`src/hw/rtl/hsl2rgb_pkg.sv`:
```
`timescale 1ns / 1ps

package hsl2rgb_pkg;

   localparam int FRAC_BITS = 16;
   // one extra bit so 1.0 itself fits (q can reach full scale)
   localparam int VAL_W     = FRAC_BITS + 1;
   localparam int PROD_W    = 2 * VAL_W;

   typedef logic [FRAC_BITS-1:0] frac_type;
   typedef logic [VAL_W-1:0]     val_type;
   typedef logic [PROD_W-1:0]    prod_type;

   localparam val_type  FX_ONE   = val_type'(1) << FRAC_BITS;
   localparam frac_type FX_THIRD = frac_type'((2 ** FRAC_BITS + 1) / 3);
   localparam frac_type FX_MAX   = '1;

endpackage

```
`src/hw/rtl/hsl2rgb_channel.sv`:
```
`timescale 1ns / 1ps

// One color channel: ramp factor from the shifted hue, scale by (q - p),
// add p and clamp. Three register stages, aligned with the top level.
module hsl2rgb_channel (
   input  logic                  clock,
   input  hsl2rgb_pkg::frac_type t_s1,
   input  hsl2rgb_pkg::val_type  p_s2,
   input  hsl2rgb_pkg::val_type  d_s2,
   output hsl2rgb_pkg::frac_type chan_out
);

   localparam int FW = hsl2rgb_pkg::FRAC_BITS;
   localparam int VW = hsl2rgb_pkg::VAL_W;
   localparam int PW = hsl2rgb_pkg::PROD_W;
   localparam int TW = FW + 3;

   logic [TW-1:0]        t1;
   logic [TW-1:0]        t2;
   logic [TW-1:0]        t3;
   logic [TW-1:0]        t6;
   logic [TW-1:0]        one_w;
   logic [TW-1:0]        fall;
   hsl2rgb_pkg::val_type factor_in, factor_ff;

   hsl2rgb_pkg::prod_type prod_in, prod_ff;
   hsl2rgb_pkg::val_type  p_s3_ff;

   logic [VW+1:0]         sum;
   hsl2rgb_pkg::frac_type chan_in, chan_ff;

   // stage 2: piecewise factor, (q-p)*factor >> FW gives the channel offset
   always_comb begin
      t1    = TW'(t_s1);
      t2    = t1 << 1;
      t3    = t1 + t2;
      t6    = t3 << 1;
      one_w = TW'(hsl2rgb_pkg::FX_ONE);
      fall  = ((one_w << 1) - t3) << 1;
      if (t6 < one_w) begin
         factor_in = VW'(t6);
      end else if (t2 < one_w) begin
         factor_in = hsl2rgb_pkg::FX_ONE;
      end else if (t3 < (one_w << 1)) begin
         factor_in = VW'(fall);
      end else begin
         factor_in = '0;
      end
   end

   always_ff @(posedge clock) begin
      factor_ff <= factor_in;
   end

   // stage 3: multiply
   assign prod_in = PW'(d_s2) * PW'(factor_ff);

   always_ff @(posedge clock) begin
      prod_ff <= prod_in;
      p_s3_ff <= p_s2;
   end

   // stage 4: add p and clamp to full scale
   always_comb begin
      sum = (VW + 2)'(p_s3_ff) + (VW + 2)'(prod_ff[PW-1:FW]);
      if (sum > (VW + 2)'(hsl2rgb_pkg::FX_MAX)) begin
         chan_in = hsl2rgb_pkg::FX_MAX;
      end else begin
         chan_in = sum[FW-1:0];
      end
   end

   always_ff @(posedge clock) begin
      chan_ff <= chan_in;
   end

   assign chan_out = chan_ff;

endmodule

```
`src/hw/rtl/hsl_to_rgb_converter.sv`:
```
`timescale 1ns / 1ps
// HSL to RGB, Q0.16 in and out.
// rsp_valid follows start through the stage valid bits, in step with the result registers.
// Throughput: one transaction per clock; four register stages
// (lightness*saturation product, q/p and ramp factor, channel multiply, add/clamp).
// busy is never raised; results are shown for one cycle on rsp_valid.
// Reset clears the stage valid bits only; no result appears until a new start.
module hsl_to_rgb_converter (
   input  logic                  clock,
   input  logic                  reset,
   input  logic                  start,
   output logic                  busy,
   input  hsl2rgb_pkg::frac_type req_hue,
   input  hsl2rgb_pkg::frac_type req_saturation,
   input  hsl2rgb_pkg::frac_type req_lightness,
   output logic                  rsp_valid,
   output hsl2rgb_pkg::frac_type rsp_red,
   output hsl2rgb_pkg::frac_type rsp_green,
   output hsl2rgb_pkg::frac_type rsp_blue
);

   localparam int FW = hsl2rgb_pkg::FRAC_BITS;
   localparam int VW = hsl2rgb_pkg::VAL_W;

   logic [3:0] vld_in, vld_ff;

   // stage 1
   logic [2*FW-1:0]       ls_in, ls_ff;
   hsl2rgb_pkg::frac_type sat_ff;
   hsl2rgb_pkg::frac_type light_ff;
   hsl2rgb_pkg::frac_type t_red_in, t_red_ff;
   hsl2rgb_pkg::frac_type t_grn_ff;
   hsl2rgb_pkg::frac_type t_blu_in, t_blu_ff;

   // stage 2
   hsl2rgb_pkg::frac_type m;
   hsl2rgb_pkg::val_type  q;
   hsl2rgb_pkg::val_type  two_l;
   hsl2rgb_pkg::val_type  p_raw;
   hsl2rgb_pkg::val_type  p_in, p_ff;
   hsl2rgb_pkg::val_type  d_in, d_ff;

   assign busy = 1'b0;

   assign vld_in = {vld_ff[2:0], start};

   always_ff @(posedge clock) begin
      if (reset) begin
         vld_ff <= '0;
      end else begin
         vld_ff <= vld_in;
      end
   end

   assign ls_in    = (2*FW)'(req_lightness) * (2*FW)'(req_saturation);
   assign t_red_in = req_hue + hsl2rgb_pkg::FX_THIRD;
   assign t_blu_in = req_hue - hsl2rgb_pkg::FX_THIRD;

   always_ff @(posedge clock) begin
      ls_ff    <= ls_in;
      sat_ff   <= req_saturation;
      light_ff <= req_lightness;
      t_red_ff <= t_red_in;
      t_grn_ff <= req_hue;
      t_blu_ff <= t_blu_in;
   end

   // q = l*(1+s) below one half, else l + s - l*s; p = 2l - q, kept in 0..q
   always_comb begin
      m = ls_ff[2*FW-1:FW];
      if (!light_ff[FW-1]) begin
         q = VW'(light_ff) + VW'(m);
      end else begin
         q = VW'(light_ff) + VW'(sat_ff) - VW'(m);
      end
      two_l = {light_ff, 1'b0};
      p_raw = (two_l >= q) ? (two_l - q) : '0;
      p_in  = (p_raw > q) ? q : p_raw;
      d_in  = q - p_in;
   end

   always_ff @(posedge clock) begin
      p_ff <= p_in;
      d_ff <= d_in;
   end

   hsl2rgb_channel u_red (
      .clock    (clock),
      .t_s1     (t_red_ff),
      .p_s2     (p_ff),
      .d_s2     (d_ff),
      .chan_out (rsp_red)
   );

   hsl2rgb_channel u_green (
      .clock    (clock),
      .t_s1     (t_grn_ff),
      .p_s2     (p_ff),
      .d_s2     (d_ff),
      .chan_out (rsp_green)
   );

   hsl2rgb_channel u_blue (
      .clock    (clock),
      .t_s1     (t_blu_ff),
      .p_s2     (p_ff),
      .d_s2     (d_ff),
      .chan_out (rsp_blue)
   );

   assign rsp_valid = vld_ff[3];

endmodule
```
`config.mk`:
```
export PLATFORM = sky130hd
export DESIGN_NAME = hsl_to_rgb_converter
export DESIGN_NICKNAME = d
export VERILOG_FILES = /design/src/hw/rtl/hsl2rgb_pkg.sv /design/src/hw/rtl/hsl2rgb_channel.sv /design/src/hw/rtl/hsl_to_rgb_converter.sv
export SDC_FILE = /design/constraint.sdc
export NUM_CORES = 2
export LEC_CHECK = 0
export CAP_MARGIN = 20
export CORE_MARGIN = 1
export CORE_UTILIZATION = 50
export CTS_CLUSTER_SIZE = 12
export DETAILED_ROUTE_END_ITERATION = 10
export DONT_BUFFER_PORTS = 1
export GPL_TIMING_DRIVEN = 1
export PLACE_DENSITY = 0.62
export SYNTH_ARGS = -nofsm -noshare
export SYNTH_HDL_FRONTEND = slang
export SYNTH_SLANG_ARGS = --single-unit
```
`constraint.sdc`:
```
create_clock -name clock -period 13.9 [get_ports clock]
set_input_delay 2.78 -clock clock [delete_from_list [all_inputs] [get_ports clock]]
set_output_delay 2.78 -clock clock [all_outputs]
set_load 0.01 [all_outputs]
```
# == Word-level counts from Yosys, hierarchy flattened ==
# Index checks and enable logic that the tools add are counted.
# op_classes
addsub,16
n_mul,4
n_lt_le_gt_ge,14
mux,12
reduce_logical,3
# ops
operator,n
17-bit 2-to-1 mux,12
17-bit by 17-bit multiplier with 34-bit output,3
17-bit by 18-bit adder with 19-bit output,3
"19-bit by 16-bit > comparator with 1-bit output, second input constant",3
"19-bit by 17-bit less-than comparator with 1-bit output, second input constant",3
16-bit by 17-bit adder with 18-bit output,3
"18-bit less-than comparator, second input constant",3
"17-bit less-than comparator, second input constant",3
"1-bit by 16-bit subtractor with 16-bit output, first input constant",3
16-bit by 16-bit adder with 17-bit output,2
17-bit subtractor,2
16-bit by 16-bit multiplier with 32-bit output,1
17-bit >= comparator,1
17-bit > comparator,1
17-bit by 16-bit subtractor with 17-bit output,1
"16-bit by 15-bit adder with 16-bit output, second input constant",1
"16-bit by 15-bit subtractor with 16-bit output, second input constant",1
2-bit OR reduction,3
# word_totals
register_bits,368
inputBits,51
output_inout_bits,50
elab_cells,71

# == Logic depth before layout (Yosys ltp) ==
# depth
word_depth,8
mapped_depth,46
mapped_depth_nobuf,44

# == Modules after synthesis ==
# From an unflattened synthesis, not the netlist that was laid out.
# hier_totals
hier_cells,5823
hier_area_um2,52107.5
# modules_own_cells
module,instances,cells_each,area_per_inst_um2,seq_area_each_um2
hsl_to_rgb_converter,1,1735,15479.8,2662.6
hsl2rgb_channel (u_green),1,1378,12306.8,1341.3
hsl2rgb_channel (u_blue),1,1371,12208.0,1341.3
hsl2rgb_channel (u_red),1,1339,12112.9,1341.3

# == Worst setup path before layout ==
# No wires, ideal clock.
# synth_path
kind,input-to-reg
from,input req_lightness[13]
to,register ls_ff[31]
setup_ns,0.072
t_arrival_ns,8.526
required_time_ns,13.828
setup_slack_ns,5.301
path_stages,24
n_path_buf,1
path_cell_list,clkbuf_1 nand2_1 fa_1 inv_1 fa_1 inv_1 fa_1 inv_1 fa_1 inv_1 fa_1 inv_1 fa_1 ha_1 a2111oi_0 o21ai_1 o21a_1 a31oi_1 a21oi_1 o211ai_1 a211oi_1 or3_1 a21oi_1 xnor2_1
# synth_between
elab_chain_len,1
# synth_lines
item,line,rtl
"start, declared",hsl_to_rgb_converter.sv:15,"input hsl2rgb_pkg::frac_type req_lightness,"
16-bit by 16-bit multiplier with 32-bit output,hsl_to_rgb_converter.sv:55,assign ls_in = (2*FW)'(req_lightness) * (2*FW)'(req_saturation);
via ls_in[31],hsl_to_rgb_converter.sv:28,"logic [2*FW-1:0] ls_in, ls_ff;"
"end signal, assigned",hsl_to_rgb_converter.sv:60,ls_ff <= ls_in;
"end, declared",hsl_to_rgb_converter.sv:28,
# The timed path passes the listed nets, and every way through them passes these cells.
# A chain may end at the register's enable or synchronous reset.

# == Worst setup path in the final report ==
# layout_path
from,register light_ff[0]
to,register d_ff[16]
# layout_between
elab_chain_len,8
word_cells_on_any_way,10
classes_between,add/sub (5); order compare (2); mux (3)
# layout_lines
item,line,rtl
"start, declared",hsl_to_rgb_converter.sv:30,hsl2rgb_pkg::frac_type light_ff;
"start signal, assigned",hsl_to_rgb_converter.sv:62,light_ff <= req_lightness;
16-bit by 16-bit adder with 17-bit output,hsl_to_rgb_converter.sv:74,q = VW'(light_ff) + VW'(sat_ff) - VW'(m);
17-bit by 16-bit subtractor with 17-bit output,hsl_to_rgb_converter.sv:74,
17-bit 2-to-1 mux,hsl_to_rgb_converter.sv:71,if (!light_ff[FW-1]) begin
17-bit subtractor / 17-bit >= comparator (equally long branches),hsl_to_rgb_converter.sv:77,p_raw = (two_l >= q) ? (two_l - q) : '0;
17-bit 2-to-1 mux,hsl_to_rgb_converter.sv:77,
17-bit > comparator,hsl_to_rgb_converter.sv:78,p_in = (p_raw > q) ? q : p_raw;
17-bit 2-to-1 mux,hsl_to_rgb_converter.sv:78,
17-bit subtractor (*),hsl_to_rgb_converter.sv:79,d_in = q - p_in;
via d_in[16],hsl_to_rgb_converter.sv:41,"hsl2rgb_pkg::val_type d_in, d_ff;"
"end signal, assigned",hsl_to_rgb_converter.sv:84,d_ff <= d_in;
"end, declared",hsl_to_rgb_converter.sv:41,
# The timed path passes the listed nets; every way through them passes the cells marked *.

==> results.sh <==
export IMPL_status="completed"
export IMPL_maxCapViolations=0
export IMPL_tns_ns=0
export IMPL_grt_busiest_layer="met2"
export IMPL_synth_most_common_cell="inv_1"
export IMPL_use_met2_pct=43.5
export IMPL_synthSimpleGateAreaFrac_pct=16.6
export IMPL_nFillCells=9363
export IMPL_dp_hpwl_um=95100
export IMPL_syn_inst=5717
export IMPL_synth_flop_cell="dfxtp_1"
export IMPL_dp_slack_ns=4.45
export IMPL_tritoncts="yes"
export IMPL_maxSlewHeadroom_pct=32.6
export IMPL_fp_dieH_um=319
export IMPL_cpMostUsedCell="nor2_1"
export IMPL_wl_per_cell_um=17.7
export IMPL_clk_latency_ns=0.59
export IMPL_synth_area_top_cells="fa_1, ha_1, dfxtp_1, inv_1, nand2_1"
export IMPL_ios=101
export IMPL_rsz0062_at_grt="false"
export IMPL_port_buffers=0
export IMPL_worstSetupPathType="register to register"
export IMPL_hp_class="register to register"
export IMPL_cts_reportedPaths_clkPinSlew_ns=0.06
export IMPL_slew_violations=0
export IMPL_drive_gt1_share_pct=2.49
export IMPL_slowest_stage="fa_1"
export IMPL_core_area_um2=100000
export IMPL_fmax_mhz=105
export IMPL_yosys_area_top_type_share_pct=33.4
export IMPL_antenna_found_initial=3
export IMPL_syn_to_final_growth_pct=4.27
export IMPL_cts_buffers=35
export IMPL_final_util_pct=52.5
export IMPL_finalHoldViolations=0
export IMPL_initial_utilization_pct=50.4
export IMPL_ys_async_sr_fraction_pct=0
export IMPL_viasPerCell=5.29
export IMPL_antenna_left=0
export IMPL_track_usage_pct=24.6
export IMPL_ff2ff_path_depth=42
export IMPL_gp_congestion=0.860
export IMPL_worstSetupEndpointType="register"
export IMPL_via_count=36500
export IMPL_grtUsageMet1_pct=31.7
export IMPL_row_count=116
export IMPL_drtIter0Drc=1839
export IMPL_cp_slowest_stage_delay_ns=0.49
export IMPL_grt_overflow=0
export IMPL_crit_path_start_kind="register"
export IMPL_reg2reg_slack_ns=4.39
export IMPL_min_delay_start="p_ff[9]$_DFF_P_"
export IMPL_drc_errors=0
export IMPL_netlist_area_um2=50400
export IMPL_hold_buffers=0
export IMPL_clk_path_buf_depth=3
export IMPL_synthTopCellsByCount="inv_1, fa_1, nand2_1"
export IMPL_timing_rr_start="light_ff[0]$_DFF_P_"
export IMPL_cts_max_level=2
export IMPL_first_global_vias=38500
export IMPL_setup_viol=0
export IMPL_reg2reg_to="d_ff[16]$_DFF_P_"
export IMPL_synth_seq_cells=300
export IMPL_worstMarginPinSlew_ns=1.01
export IMPL_synthAdderAreaFrac_pct=49.1
export IMPL_crit_arrival_ns=9.97
export IMPL_cts_setup_buffers=0
export IMPL_hold_path_depth=0
export IMPL_multi_input_area_um2=39300
export IMPL_fin_crit_ns=9.51
export IMPL_final_setup_skew_ns=0.0183
export IMPL_dp_cells=6829
export IMPL_avgSynthCellArea_um2=8.81
export IMPL_synth_compound_area_share_pct=8.35
export IMPL_routed_wl_um=122000
export IMPL_ys_types=91
export IMPL_dieArea_um2=102000
export IMPL_nets=7093
export IMPL_register_area_um2=6020
export IMPL_instances_no_fill=6887
export IMPL_fin_crit_sh_pct=68.4
export IMPL_synthXorXnorAreaFrac_pct=3.71
export IMPL_globalRouteMet3Util_pct=2.90
export IMPL_grt_max_degree=49
export IMPL_yosysWarningCount=0
export IMPL_yosys_area_top_type="fa_1"
export IMPL_cp_max_fo=15
export IMPL_hold_path_endpoint="u_blue.p_s3_ff[9]$_DFF_P_"
export IMPL_antennaDiodeCount=0
export IMPL_fin_ws_ns=4.39
export IMPL_cts_resized=0
export IMPL_required_ns=14.36
export IMPL_fp_dieW_um=319
export IMPL_seq_area_frac_synth_pct=11.9
export IMPL_clock_sinks=300
export IMPL_synth_edf_count=0
export IMPL_synth_mux_area_share_pct=0.288
export IMPL_firstDrtPassIters=7
export IMPL_syn_num_nets=7242
export IMPL_grt_pass1_wl_um=200000
export IMPL_cts_root_buf="clkbuf_16"
export IMPL_synth_top_family_by_area="adder cells"
-- cell families (layout without fill, tap and decap cells) --
| family | after synthesis | count (layout) |
|---|---|---|
| fa+ha+maj | 1474 | 1474 |
| xor+xnor | 213 | 213 |
| mux | 14 | 14 |
| simple gates | 1742 | 1742 |
| flops | 300 | 300 |
| buf+inv | 1341 | 1213 |
| compound gates | 632 | 632 |
| other cells | 1 | 1 |
-- state kept, by name, summed over array words and instances (netlist names), 17 cells and up --
register and flops:
u_green.prod_ff 18, u_blue.p_s3_ff 17, u_blue.prod_ff 18, d_ff 17, p_ff 17, u_red.prod_ff 18
-- worst max-delay path, delay by kind of cell (launching register included) --
family / cells / cell delay (ns)
buf+inv: 3 / 0.39
fa+ha+maj: 6 / 2.13
flops: 1 / 0.40
simple gates: 12 / 1.90
xor+xnor: 1 / 0.17
compound gates: 20 / 4.35
-- layer usage --
layer  part of all wire (%)  vias up
met5                      0        -
met4                    2.5        0
met3                    4.5      165
met2                     49      763
met1                     44    18100
li1                       -    17400
-- final cells by class --
type	instances	area share, %
sequential	300	11.5
multi-input combinational	4076	74.9
tap	1298	3.09
timing repair buffer	29	0.415
inverter	1126	8.05
clock buffer	47	1.83
clock inverter	11	0.288
-- cells in the final DEF (no fill, tap or decap), types with 16 or more instances in the layout --
cell type	Yosys	layout
xnor2_1	144	144
nor3_1	78	78
nand2_1	771	771
a21oi_1	178	178
o21ai_0	103	103
or3_1	24	24
nand2b_1	23	23
xor2_1	69	69
nor2b_1	35	35
o21bai_1	19	19
o21a_1	74	74
inv_1	1126	1126
or2_2	16	16
a211oi_1	27	27
and3_1	18	18
ha_1	635	635
nand3_1	48	48
dfxtp_1	300	288
clkbuf_16	0	35
o21ai_1	20	20
fa_1	839	839
nor2_1	225	225
nand4_1	18	18
and2_1	439	439
buf_4	2	29
a21o_1	58	58
-- worst max path at each step --
| stage | start | end | depth (start not counted) |
|---|---|---|---|
| global placement | light_ff[0]$_DFF_P_ | d_ff[16]$_DFF_P_ | 42 |
| global route | light_ff[0]$_DFF_P_ | d_ff[13]$_DFF_P_ | 42 |
| finish | light_ff[0]$_DFF_P_ | d_ff[16]$_DFF_P_ | 42 |
| floorplan | req_lightness[13] | ls_ff[31]$_DFF_P_ | 24 |
| CTS | light_ff[0]$_DFF_P_ | d_ff[16]$_DFF_P_ | 42 |
| detailed placement | light_ff[0]$_DFF_P_ | d_ff[16]$_DFF_P_ | 42 |
-- metrics by stage --
stage / area [um2] / hold WS (ns)
floorplan: 50400 / 0.310
global placement: 51400 / 0.311
detailed placement: 51400 / 0.312
CTS: 52500 / 0.321
global route: 52500 / 0.327
finish: 52500 / 0.322
Power is not shown: default switching activity piles up to over one toggle a cycle in this logic, so the estimate is an artifact.
